### src/rtl/pcs_pkg.sv
// Shared types, codes and register indexes of the pulse capture sequencer.
package pcs_pkg;

  localparam int unsigned CountW   = 32;
  localparam int unsigned SegCfgW  = 16;
  localparam int unsigned SegIdxW  = 17;
  localparam int unsigned CfgIdxW  = 2;
  localparam int unsigned CfgDataW = 32;

  localparam logic [CountW-1:0]  CycleCountRst      = '0;
  localparam logic [CountW-1:0]  ConfirmTimeoutRst  = '0;
  localparam logic [SegCfgW-1:0] DelaySegmentsRst   = SegCfgW'(1);
  localparam logic [SegCfgW-1:0] CaptureSegmentsRst = SegCfgW'(1);

  typedef enum logic [CfgIdxW-1:0] {
    CFG_CYCLE_COUNT      = 2'd0,
    CFG_CONFIRM_TIMEOUT  = 2'd1,
    CFG_DELAY_SEGMENTS   = 2'd2,
    CFG_CAPTURE_SEGMENTS = 2'd3
  } cfg_idx_e;

  typedef enum logic [1:0] {
    OP_START   = 2'd0,
    OP_TICK    = 2'd1,
    OP_CONFIRM = 2'd2,
    OP_SEG_END = 2'd3
  } op_e;

  typedef enum logic [2:0] {
    OUT_NONE      = 3'd0,
    OUT_DONE      = 3'd1,
    OUT_ABORTED   = 3'd2,
    OUT_NO_CAMERA = 3'd3,
    OUT_TIMEOUT   = 3'd4
  } outcome_e;

  typedef enum logic [1:0] {
    PH_IDLE    = 2'd0,
    PH_CONFIRM = 2'd1,
    PH_SHUTTER = 2'd2
  } phase_e;

  typedef struct packed {
    logic [CountW-1:0]  cycle_count;
    logic [CountW-1:0]  confirm_timeout_ms;
    logic [SegCfgW-1:0] delay_segments;
    logic [SegCfgW-1:0] capture_segments;
  } cfg_t;

  typedef struct packed {
    phase_e             phase;
    logic [CountW-1:0]  ms_left;
    logic [SegIdxW-1:0] ended_segment;
    logic [CountW-1:0]  completed_count;
  } state_t;

  typedef struct packed {
    logic               arm_and_fire;
    logic               start_shutter_timer;
    logic               load_segment;
    logic [SegIdxW-1:0] segment_index;
    logic               stop_shutter_timer;
    logic               release_outputs;
    outcome_e           outcome;
    logic [CountW-1:0]  cycles_done;
    logic               busy_res;
  } result_t;

endpackage

### src/rtl/pulse_capture_sequencer_core.sv
// Top level of the pulse capture sequencer: config registers, state and result register.
//
// The block runs a fixed number of laser-and-shutter cycles from a stream of
// events (start, millisecond tick, confirm edge, segment end). Each event is one
// request on the input channel (valid/ready) and produces exactly one result
// request on the output channel, carrying the action flags, the run outcome,
// the completed cycle count and the busy flag as seen after that event.
// The event is decoded and the sequencer state updated in the cycle it is
// accepted; its result appears on the output register in the following cycle.
// Throughput is one event per cycle while the output is taken, set by the single
// state register that every event reads and writes.
// The input is ready whenever the output register is empty or is being taken
// in the same cycle, so a stalled receiver holds exactly one finished result
// and back-pressures the input; nothing is dropped or repeated.
// Configuration registers are written through a plain write port with no wait
// and must only be written while no request is in flight.
// Reset clears the sequencer to idle with zero counts, loads the register
// defaults (zero cycles, timeout disabled, one delay and one capture segment)
// and empties the output register.
module pulse_capture_sequencer_core import pcs_pkg::*; (
  input  logic                clk_i,
  input  logic                rst_ni,
  input  logic                cfg_we_i,
  input  logic [CfgIdxW-1:0]  cfg_index_i,
  input  logic [CfgDataW-1:0] cfg_wdata_i,
  input  logic                in_valid_i,
  output logic                in_ready_o,
  input  logic [1:0]          opcode_i,
  input  logic                host_byte_pending_i,
  input  logic                camera_active_i,
  output logic                out_valid_o,
  input  logic                out_ready_i,
  output logic                arm_and_fire_o,
  output logic                start_shutter_timer_o,
  output logic                load_segment_o,
  output logic [SegIdxW-1:0]  segment_index_o,
  output logic                stop_shutter_timer_o,
  output logic                release_outputs_o,
  output logic [2:0]          outcome_o,
  output logic [CountW-1:0]   cycles_done_o,
  output logic                busy_res_o
);

  cfg_t    cfg_q;
  state_t  state_q, state_d;
  result_t res_q, res_d;
  logic    out_valid_q;
  logic    accept;

  // Input is taken whenever the single output slot is free or draining now.
  assign in_ready_o = !out_valid_q || out_ready_i;
  assign accept     = in_valid_i && in_ready_o;

  // Configuration registers. The 16-bit segment counts keep the low data bits.
  always_ff @(posedge clk_i or negedge rst_ni) begin
    if (!rst_ni) begin
      cfg_q.cycle_count        <= CycleCountRst;
      cfg_q.confirm_timeout_ms <= ConfirmTimeoutRst;
      cfg_q.delay_segments     <= DelaySegmentsRst;
      cfg_q.capture_segments   <= CaptureSegmentsRst;
    end else if (cfg_we_i) begin
      case (cfg_idx_e'(cfg_index_i))
        CFG_CYCLE_COUNT:      cfg_q.cycle_count        <= cfg_wdata_i[CountW-1:0];
        CFG_CONFIRM_TIMEOUT:  cfg_q.confirm_timeout_ms <= cfg_wdata_i[CountW-1:0];
        CFG_DELAY_SEGMENTS:   cfg_q.delay_segments     <= cfg_wdata_i[SegCfgW-1:0];
        CFG_CAPTURE_SEGMENTS: cfg_q.capture_segments   <= cfg_wdata_i[SegCfgW-1:0];
        default: begin
        end
      endcase
    end
  end

  // One pass of event decode against the current state.
  pcs_step u_step (
    .cfg_i               (cfg_q),
    .state_i             (state_q),
    .opcode_i            (opcode_i),
    .host_byte_pending_i (host_byte_pending_i),
    .camera_active_i     (camera_active_i),
    .state_o             (state_d),
    .result_o            (res_d)
  );

  // Sequencer state and the registered result move together on each accept.
  always_ff @(posedge clk_i or negedge rst_ni) begin
    if (!rst_ni) begin
      state_q.phase           <= PH_IDLE;
      state_q.ms_left         <= '0;
      state_q.ended_segment   <= '0;
      state_q.completed_count <= '0;
      out_valid_q             <= 1'b0;
    end else begin
      if (accept) begin
        state_q     <= state_d;
        out_valid_q <= 1'b1;
      end else if (out_ready_i) begin
        out_valid_q <= 1'b0;
      end
    end
  end

  // Result payload carries no reset; it is qualified by out_valid_q.
  always_ff @(posedge clk_i) begin
    if (accept) begin
      res_q <= res_d;
    end
  end

  assign out_valid_o           = out_valid_q;
  assign arm_and_fire_o        = res_q.arm_and_fire;
  assign start_shutter_timer_o = res_q.start_shutter_timer;
  assign load_segment_o        = res_q.load_segment;
  assign segment_index_o       = res_q.segment_index;
  assign stop_shutter_timer_o  = res_q.stop_shutter_timer;
  assign release_outputs_o     = res_q.release_outputs;
  assign outcome_o             = res_q.outcome;
  assign cycles_done_o         = res_q.cycles_done;
  assign busy_res_o            = res_q.busy_res;

  // The held result always describes the current state.
  a_busy_matches_phase: assert property (@(posedge clk_i) disable iff (!rst_ni)
    out_valid_q |-> (res_q.busy_res == (state_q.phase != PH_IDLE)))
    else $error("busy flag disagrees with sequencer phase");

  a_count_matches_state: assert property (@(posedge clk_i) disable iff (!rst_ni)
    out_valid_q |-> (res_q.cycles_done == state_q.completed_count))
    else $error("cycles_done disagrees with completed count");

  // A run end leaves the sequencer idle with a nonzero outcome.
  a_release_idle: assert property (@(posedge clk_i) disable iff (!rst_ni)
    (out_valid_q && res_q.release_outputs) |->
      (!res_q.busy_res && res_q.outcome != OUT_NONE))
    else $error("release without idle state and outcome");

  // A segment load never loads segment zero and never ends the run.
  a_load_index: assert property (@(posedge clk_i) disable iff (!rst_ni)
    (out_valid_q && res_q.load_segment) |->
      (res_q.segment_index != '0 && !res_q.release_outputs &&
       state_q.phase == PH_SHUTTER))
    else $error("bad segment load result");

  // State only changes on an accepted request.
  a_state_holds: assert property (@(posedge clk_i) disable iff (!rst_ni)
    !accept |=> $stable(state_q))
    else $error("state changed without a request");

endmodule

### src/rtl/pcs_step.sv
// Next-state and result logic for one sequencer event.
module pcs_step import pcs_pkg::*; (
  input  cfg_t       cfg_i,
  input  state_t     state_i,
  input  logic [1:0] opcode_i,
  input  logic       host_byte_pending_i,
  input  logic       camera_active_i,
  output state_t     state_o,
  output result_t    result_o
);

  logic [SegIdxW-1:0] total_sum;
  logic [SegIdxW-1:0] total;
  logic [SegIdxW:0]   nxt;
  logic [CountW-1:0]  ms_dec;

  assign total_sum = {1'b0, cfg_i.delay_segments} + {1'b0, cfg_i.capture_segments};
  assign total     = (total_sum < SegIdxW'(2)) ? SegIdxW'(2) : total_sum;
  assign nxt       = {1'b0, state_i.ended_segment} + (SegIdxW+1)'(1);
  assign ms_dec    = state_i.ms_left - CountW'(1);

  always_comb begin
    logic              check;
    logic [CountW-1:0] cnt;
    check    = 1'b0;
    cnt      = state_i.completed_count;
    state_o  = state_i;
    result_o = '0;
    result_o.outcome = OUT_NONE;

    case (op_e'(opcode_i))
      OP_START: begin
        if (state_i.phase == PH_IDLE) begin
          cnt   = '0;
          check = 1'b1;
        end
      end
      OP_TICK: begin
        if (state_i.phase == PH_CONFIRM) begin
          if (host_byte_pending_i) begin
            result_o.release_outputs = 1'b1;
            result_o.outcome         = OUT_ABORTED;
            state_o.phase            = PH_IDLE;
          end else begin
            state_o.ms_left = ms_dec;
            if (ms_dec == '0 && cfg_i.confirm_timeout_ms != '0) begin
              result_o.release_outputs = 1'b1;
              result_o.outcome         = OUT_TIMEOUT;
              state_o.phase            = PH_IDLE;
            end
          end
        end
      end
      OP_CONFIRM: begin
        if (state_i.phase == PH_CONFIRM) begin
          result_o.start_shutter_timer = 1'b1;
          state_o.phase                = PH_SHUTTER;
          state_o.ended_segment        = '0;
        end
      end
      OP_SEG_END: begin
        if (state_i.phase == PH_SHUTTER) begin
          if (nxt >= {1'b0, total}) begin
            result_o.stop_shutter_timer = 1'b1;
            state_o.ended_segment       = '0;
            cnt                         = state_i.completed_count + CountW'(1);
            check                       = 1'b1;
          end else if (nxt >= (SegIdxW+1)'(2) && host_byte_pending_i) begin
            result_o.release_outputs = 1'b1;
            result_o.outcome         = OUT_ABORTED;
            state_o.phase            = PH_IDLE;
          end else begin
            result_o.load_segment  = 1'b1;
            result_o.segment_index = nxt[SegIdxW-1:0];
            state_o.ended_segment  = nxt[SegIdxW-1:0];
          end
        end
      end
      default: begin
      end
    endcase

    // Check made before every cycle: finished, aborted, no camera, or go.
    if (check) begin
      if (cnt >= cfg_i.cycle_count) begin
        result_o.release_outputs = 1'b1;
        result_o.outcome         = OUT_DONE;
        state_o.phase            = PH_IDLE;
      end else if (host_byte_pending_i) begin
        result_o.release_outputs = 1'b1;
        result_o.outcome         = OUT_ABORTED;
        state_o.phase            = PH_IDLE;
      end else if (!camera_active_i) begin
        result_o.release_outputs = 1'b1;
        result_o.outcome         = OUT_NO_CAMERA;
        state_o.phase            = PH_IDLE;
      end else begin
        result_o.arm_and_fire = 1'b1;
        state_o.phase         = PH_CONFIRM;
        state_o.ms_left       = cfg_i.confirm_timeout_ms;
        state_o.ended_segment = '0;
      end
    end

    state_o.completed_count = cnt;
    result_o.cycles_done    = cnt;
    result_o.busy_res       = (state_o.phase != PH_IDLE);
  end

endmodule
### config.mk
export PLATFORM = sky130hd
export DESIGN_NAME = pulse_capture_sequencer_core
export DESIGN_NICKNAME = d
export VERILOG_FILES = /design/src/rtl/pcs_pkg.sv /design/src/rtl/pulse_capture_sequencer_core.sv /design/src/rtl/pcs_step.sv
export SDC_FILE = /design/constraint.sdc
export NUM_CORES = 1
export LEC_CHECK = 0
export BUFFER_PORTS_ARGS = -buffer_cell sky130_fd_sc_hd__buf_2
export CORE_ASPECT_RATIO = 2
export CORE_MARGIN = 2
export CORE_UTILIZATION = 50
export CTS_CLUSTER_DIAMETER = 80
export DETAILED_ROUTE_END_ITERATION = 16
export PLACE_DENSITY = 0.68
export SYNTH_ARGS = -nofsm -noshare
export SYNTH_HDL_FRONTEND = slang
export SYNTH_SLANG_ARGS = --single-unit
### constraint.sdc
create_clock -name clk_i -period 8.6 [get_ports clk_i]
set_input_delay 0 -clock clk_i [delete_from_list [all_inputs] [get_ports clk_i]]
set_output_delay 0 -clock clk_i [all_outputs]
set_load 0.005 [all_outputs]
# Word level (Yosys, flattened, before mapping)
# Cells that the tools add are included.
totals:
  regBits: 238
  latchBits: 0
  ram_bits: 0
  mem_bits_ro: 0
  in_bits: 43
  output_inout_bits: 60
  elab_cells: 104
  n_memories: 0
classes:
  add_sub_neg: 4
  n_mul: 0
  n_div: 0
  order_cmp: 4
  eq_ne: 8
  shift: 0
  muxes: 47
  bitwise_logic: 3
  reduce_logical: 20
op_table:
  columns: ["op", "count"]
  rows:
  - ["32-bit 2-to-1 mux", 5]
  - ["49-bit 2-to-1 mux", 3]
  - ["17-bit 2-to-1 mux", 5]
  - ["32-bit case mux with 2 select lines", 1]
  - ["51-bit 2-to-1 mux", 1]
  - ["4-bit 2-to-1 mux", 10]
  - ["34-bit 2-to-1 mux", 1]
  - ["17-bit case mux with 2 select lines", 1]
  - ["32-bit by 1-bit adder with 32-bit output, second input constant", 1]
  - ["32-bit greater-or-equal comparator", 1]
  - ["32-bit logical NOT", 1]
  - ["32-bit nonzero test", 1]
  - ["32-bit by 1-bit subtractor with 32-bit output, second input constant", 1]
  - ["17-bit by 1-bit adder with 18-bit output, second input constant", 1]
  - ["18-bit by 17-bit greater-or-equal comparator with 1-bit output", 1]
  - ["18-bit by 2-bit greater-or-equal comparator with 1-bit output, second input constant", 1]
  - ["18-bit 2-to-1 mux", 1]
  - ["16-bit by 16-bit adder with 17-bit output", 1]
  - ["17-bit by 2-bit < comparator with 1-bit output, second input constant", 1]
  - ["2-bit 2-to-1 mux", 8]
  - ["2-bit == test, second input constant", 5]
  - ["2-bit AND reduction", 5]
  - ["1-bit 2-to-1 mux", 8]
  - ["4-bit case mux with 2 select lines", 1]
  - ["11 further kinds", 21]

# Longest topological paths before layout
# Gate-level depths: netlist of the first run.
depth:
  word_depth: 12
  depth_mapped: 31
  depth_no_buf: 28

# By module
# A second synthesis of the first run with hierarchy kept.
hier_totals:
  cells_unflattened: 1359
  area_unflattened_um2: 14290.0
by_module_without_submodules:
  columns: ["module", "instances", "cells_each", "area_per_inst_um2", "seq_area_each_um2"]
  rows:
  - ["pulse_capture_sequencer_core", 1, 442, 8474.4, 6248.5]
  - ["pcs_step", 1, 917, 5815.6, 0.0]

# Worst setup path before layout of the first run
# OpenSTA, ideal clock, no wires.
synth_path:
  kind: "reg-to-reg"
  startpoint: "register cfg_q[0] (netlist bit)"
  endpoint: "register state_q[70] (netlist bit)"
  setup_ps: 126
  t_arrival_ps: 7054
  t_required_ps: 8474
  setup_slack_ps: 1420
  path_stages_with_launch: 32
  path_buffers: 3
  period_less_slack_ps: 7180
  cell_sequence: "dfstp_2 -> ha_1 -> fa_1 -> a211o_1 -> o211ai_1 -> nand3_1 -> a221oi_1 -> xor2_1 -> nand4bb_1 -> nor4bb_1 -> a31oi_1 -> ha_1 -> o211ai_1 -> a21oi_1 -> nor4b_1 -> o32a_1 -> clkbuf_2 -> a2111oi_4 -> and3_1 -> buf_4 -> nand3_1 -> o31ai_1 -> ha_1 -> a21o_1 -> a21o_1 -> a21oi_1 -> nand2_1 -> o31a_1 -> or3_1 -> clkbuf_1 -> or4_1 -> o311a_1"
synth_rtl:
  columns: ["element", "line_no", "text"]
  rows:
  - ["start, declared", "pulse_capture_sequencer_core.sv:44", "cfg_t cfg_q;"]
  - ["end signal, assigned", "pulse_capture_sequencer_core.sv:94", "state_q <= state_d;"]
  - ["end, declared", "pulse_capture_sequencer_core.sv:45", "state_t state_q, state_d;"]

==> results.cfg, run 1 <==
[status]
status = finished clean

[critical_path]
cp.buffers_inverters = 1
crit_fanout = 15
critPathSlowestCell = and3_1
crit_family = compound AO/OA/AOI/OAI gates
worstSetupEndpointType = flip-flop
cpMostUsedCell = ha_1
cp_data_required_time_ps = 8980
arrival_ps = 8520
slowest_delay_ps = 580
critPathLaunchType = flip-flop
crit_cells = 29
path_class = flip-flop to flip-flop
r2r_cells = 29

[placed_design]
numPortBuffers = 102
dpl.hpwl_mm = 30.6
pre_cts_ws_ps = 384
gp_congestion = 0.928
dp_cells = 1905
placed_area_um2 = 15100

[detailed_routing]
ant_nets = 0
dr.pass1.iters = 5
dr.first_iter.drc_count = 1030
drc = 0
num_vias = 12600
routed_wl_mm = 42.7
via_per_inst = 6.33
top_layer_used = met4
met2_length_mm = 22.3
dr_wl_met3_mm = 1.84
wl_per_cell_um = 21.5
met1_length_mm = 15.7

[clocking]
cts_setup_buffers = 0
cts_tree = built
cts_htree_levels = 1
cts_buffers = 23
clk_pin_slew_ps = 70
cts-root-buf = clkbuf_16
clockBufferDepth = 3
cts.sinks = 238
clk_latency_ps = 540

[yosys]
synth_common_cells = 178 x dfrtp_1, 156 x o21ai_0, 106 x nor2_1
yosysUniqueCellTypes = 81
yosysWarnings = 0
synth_edf_count = 58
yosysMostFrequentCell = dfrtp_1
yosysTopAreaCellShare_pct = 31.0
avgSynthCellArea_um2 = 9.46
async_flop_share_pct = 75.6
yosysTopAreaCell = dfrtp_1
synthTopCellsByArea = dfrtp_1 31%, edfxtp_1 12%, ha_1 6.4%
synth-seq-area-share_pct = 43.5
synth_cells = 1519
synth_area_um2 = 14400
synth_top_flop_cell = dfrtp_1
ys_ff_latch = 238
syn_nets = 1637

[grt]
grt_max_degree = 110
grt_pass1_wl_mm = 66.5
grt_overflow = 0
antenna_found_initial = 0
grtUsageTotal_pct = 28.4
grt_pass1_vias = 12200

[sta]
max_clock_freq_mhz = 123
fin_ws_ps = 457
holdWs_ps = 71.0
relSlewSlack_pct = 14.1
rsz0062_at_grt = false
fin_tns_setup_ps = 0
tightest_slew_ps = 1280
setup_viol = 0
finalCritPeriodShare_pct = 94.7
min_period_ps = 8140
hold_viol = 0
fin_worst_skew_ps = 22.3
slew_violations = 0

[power_and_ir_drop]
ir_drop_mv = 0.146
powerDensity_nw_per_um2 = 197
cellLeakagePower_nw = 6.93
finalPower_mw = 3.19

[cells_and_area]
area_delta_synth_final_pct = 12.8
final_util_pct = 57.5
fin_nets = 1730
diodes = 0
instances_no_fill = 1985
design_area_um2 = 16200
layout-drive-gt1-share_pct = 15.7

[floorplanning]
die_y_um = 244
initial_utilization_pct = 51.0
io_pins = 103
rows = 87
die-area_um2 = 30200
die_w_um = 124
core_region_area_um2 = 28200

[worst_hold_path]
holdPathStages = 5
hold_class = primary input to flip-flop

[run]
drv_cap = 0
cells by family after synthesis:
kind of cell / count (synthesis) / share of synthesized area [%]
adder cells (fa/ha/maj): 75 / 6.58
multiplexers: 69 / 5.39
XOR/XNOR: 36 / 2.19
buffers and inverters: 179 / 5.04
AND/OR/NAND/NOR: 483 / 17.7
flip-flops: 238 / 43.5
AO/OA/AOI/OAI: 439 / 19.6
path summary, 6_finish.rpt:
kind,start,end,slack [ps]
setup reg to reg,cfg_q[0]$_DFFE_PN1P_,state_q[32]$_DFFE_PN0P_,460
hold / removal,out_ready_i,state_q[72]$_DFFE_PN0P_,70
max in group asynchronous,rst_ni,state_q[73]$_DFFE_PN0P_,6780
min in group asynchronous,rst_ni,cfg_q[68]$_DFFE_PN0P_,160
hold reg to reg,cfg_q[5]$_DFFE_PN0P_,cfg_q[5]$_DFFE_PN0P_,510
setup / recovery,cfg_q[0]$_DFFE_PN1P_,state_q[32]$_DFFE_PN0P_,460
worst min-delay path, stage by stage:
cell and delay, ps:
buf_2 70, nand2b_1 170, and3_1 170, a21o_1 100, a211oi_1 40
flip-flops by register name, summed over array words and instances, names as in the netlist:
register / count
arm_and_fire_o: 1
busy_res_o: 1
cfg_q: 96
cycles_done_o: 32
load_segment_o: 1
out_valid_o: 1
outcome_o: 3
release_outputs_o: 1
segment_index_o: 17
start_shutter_timer_o: 1
state_q: 83
stop_shutter_timer_o: 1
report_power, final:
| group | leakage, nW | switching, mW | internal, mW | total (mW) |
|---|---|---|---|---|
| logic | 3.73 | 0.492 | 0.342 | 0.834 |
| registers | 2.84 | 0.0857 | 1.27 | 1.36 |
| clock network | 0.360 | 0.451 | 0.553 | 1.00 |
layer usage:
layer / GRT usage [%] / vias up
met1: 32.4 / 6120
met4: 17.5 / 0
li1: - / 5837
met3: 2.79 / 162
met2: 49.7 / 447
met5: 0 / -
cell usage in the layout, fill, tap and decap left out, types with 6 or more instances in the layout:
master and count:
dfrtp_1 178, o21ai_0 156, nor2_1 105, buf_2 101, nand2_1 98, a21oi_1 90, inv_1 85, ha_1 74
mux2_2 67, nand3_1 66, edfxtp_1 58, a211oi_1 49, dlygate4sd3_1 38, nand4_1 33, nor3_1 27, o31ai_1 27
nor4_1 26, xnor2_1 24, clkbuf_16 23, or3_1 22, buf_4 21, and3_1 17, a21o_1 16, a31oi_1 15
and2_1 13, a22oi_1 13, or4_1 13, xor2_1 12, nor3b_1 10, o21a_1 9, o311a_1 9, nand2b_1 7
a221oi_1 7, and4_1 7, clkbuf_1 7, o211ai_1 6, clkinv_2 6
final cells by class:
cell class	count	area [um^2]
Inverter	86	325
Multi-Input combinational cell	1102	7420
Timing Repair Buffer	161	1050
Tap cell	356	445
Clock buffer	33	643
Clock inverter	9	77.6
Fill cell	2463	12000
Sequential cell	238	6250
timing repair:
item | CTS | global route
gates resized for setup | 0 | 1
setup endpoints to repair | 0 | 47
hold buffers | 38 | 0
hold endpoints to repair | 208 | 0
Note: power is estimated with default switching activity, not from simulation.
==> run 2: changes to the inputs <==
--- a/config.mk
+++ b/config.mk
@@ -12,6 +12,7 @@
 export CTS_CLUSTER_DIAMETER = 80
 export DETAILED_ROUTE_END_ITERATION = 16
 export PLACE_DENSITY = 0.68
+export REMOVE_ABC_BUFFERS = 1
 export SYNTH_ARGS = -nofsm -noshare
 export SYNTH_HDL_FRONTEND = slang
 export SYNTH_SLANG_ARGS = --single-unit
==> results.cfg, run 2 (synthesis gave the netlist of run 1 again) <==
[power_and_ir_drop]
powerDensity_nw_per_um2 = 201
ir_drop_mv = 0.127
p_clk_share_pct = 32.7
p_sw_share_pct = 31.9
seqPwrFrac_pct = 41.2
power_switching_mw = 1.05
combPwrFrac_pct = 26.0
p_int_mw = 2.24
cellLeakagePower_nw = 6.97

[critical_path]
cp_data_required_time_ps = 8990
cp.buffers_inverters = 2
worstSetupEndpointType = flip-flop
crit_fanout = 17
arrival_ps = 8510
path_class = flip-flop to flip-flop
critPathLaunchType = flip-flop
crit_family = compound AO/OA/AOI/OAI gates
cpMostUsedCell = a21oi_1
slowest_delay_ps = 590
critPathSlowestCell = o32a_1

[floorplanning]
die_w_um = 124
initial_utilization_pct = 51.0
io_pins = 103
rows = 87
core_region_area_um2 = 28200
die-area_um2 = 30200
die_y_um = 244

[cells_and_area]
final_common_cell = dfrtp_1
fin_nets = 1731
fillerInstances = 2471
layout_common_cells = 178 x dfrtp_1, 156 x o21ai_0, 105 x nor2_1
largest_register = cfg_q
ff_latch_area_um2 = 6250
layout-drive-gt1-share_pct = 16.0
area_delta_synth_final_pct = 13.7
diodes = 0
largest_register_ffs = 96
multiInputGateArea_um2 = 7450

[grt]
grt_pass1_wl_mm = 67.4
grt_overflow = 0
antenna_found_initial = 0
grt_max_degree = 89
grt_pass1_vias = 12500
grtUsageTotal_pct = 29.0

[sta]
min_period_ps = 8120
finalCritPeriodShare_pct = 94.4
fin_tns_setup_ps = 0
slew_violations = 0
max_clock_freq_mhz = 123
hold_viol = 0
setup_viol = 0
relSlewSlack_pct = 21.8
fin_worst_skew_ps = 21.4
rsz0062_at_grt = false
fin_ws_ps = 479
tightest_slew_ps = 1170

[detailed_routing]
dr.pass1.iters = 5
via_per_inst = 6.30
routed_wl_mm = 43.5
dr.first_iter.drc_count = 742
wl_per_cell_um = 21.9
ant_nets = 0
num_vias = 12500
drc = 0

[status]
status = finished clean

[placed_design]
gp_congestion = 0.960
numPortBuffers = 102
dpl.hpwl_mm = 31.4
pre_cts_ws_ps = 5.17

[clocking]
cts-root-buf = clkbuf_16
clockBufferDepth = 3
clk_latency_ps = 540
cts_tree = built
cts_htree_levels = 1
cts_buffers = 23
clk_pin_slew_ps = 70
cts.sinks = 238

[run]
drv_cap = 0

[worst_hold_path]
hold_class = primary input to flip-flop
==> run 2: cell count changes in the layout (fill, tap and decap cells not counted), moves of 2 or more <==
cell | previous run | this run
clkinvlp_4 | 0 | 2
clkinv_1 | 0 | 2
bufinv_16 | 1 | 3
clkinv_2 | 6 | 2
clkbuf_1 | 7 | 5
==> run 2: final cells by class <==
cell class / instances / area share [%]
clock inverter: 11 / 0.857
tap: 356 / 2.73
clock buffer: 31 / 3.96
timing repair buffer: 162 / 6.64
sequential: 238 / 38.2
inverter: 86 / 1.99
multi-input combinational: 1102 / 45.6
==> run 2: path summary, 6_finish.rpt <==
kind	slack, ps	endpoint	from	cells after the start
max in group asynchronous	6260	cfg_q[60]$_DFFE_PN0P_	rst_ni	5
worst min register to register	510	cfg_q[19]$_DFFE_PN0P_	cfg_q[19]$_DFFE_PN0P_	1
worst max-delay path	480	state_q[32]$_DFFE_PN0P_	cfg_q[0]$_DFFE_PN1P_	29
worst min-delay path	70	state_q[72]$_DFFE_PN0P_	out_ready_i	5
worst max register to register	480	state_q[32]$_DFFE_PN0P_	cfg_q[0]$_DFFE_PN1P_	29
min in group asynchronous	520	cfg_q[1]$_DFFE_PN0P_	rst_ni	4
==> run 2: layer usage <==
layer	global-route usage, %	up-vias	part of all wire [%]
li1	-	5829	-
met1	30.2	6101	35
met2	51.8	423	52
met3	3.21	158	4.2
met4	21.7	0	8.3
met5	0	-	0
==> run 2: worst reg2reg max path, delay by kind of cell, from the launching register on <==
family / cells / cell delay [ps]
buffers and inverters: 2 / 500
DFF: 1 / 370
AOI/OAI and AO/OA: 17 / 4100
adders and majority gates: 4 / 1250
and+or+nand+nor: 5 / 1370
muxes: 1 / 390
==> run 2: power by group through the flow <==
stage	logic (mW)	clock network (mW)	registers, mW
floorplan	0.578	0	1.35
global placement	0.807	0	1.37
detailed placement	0.823	0	1.37
CTS	0.845	1.09	1.35
global route	0.948	1.13	1.37
finish	0.856	1.08	1.35
==> run 2: per-stage QoR <==
stage / instances / instance area, um^2 / hold slack, ps / utilization [%] / power (mW)
after CTS: 1986 / 16300 / 54.7 / 57.8 / 3.29
after global placement: 1905 / 15100 / -50.3 / 53.6 / 2.18
after floorplan: 1426 / 14000 / -296 / - / 1.93
after detailed placement: 1905 / 15100 / -56.8 / 53.6 / 2.20
final: 1986 / 16300 / 70.2 / 58.0 / 3.29
after global routing: 1986 / 16300 / 147 / 58.0 / 3.45
==> run 2: timing repair <==
| action | in CTS | in global routing |
|---|---|---|
| gates resized for setup | 1 | 6 |
| hold buffers | 39 | 0 |
| buffers inserted | 0 | 0 |
| hold endpoints to repair | 142 | 0 |
| endpoints found under the setup margin | 1 | 52 |
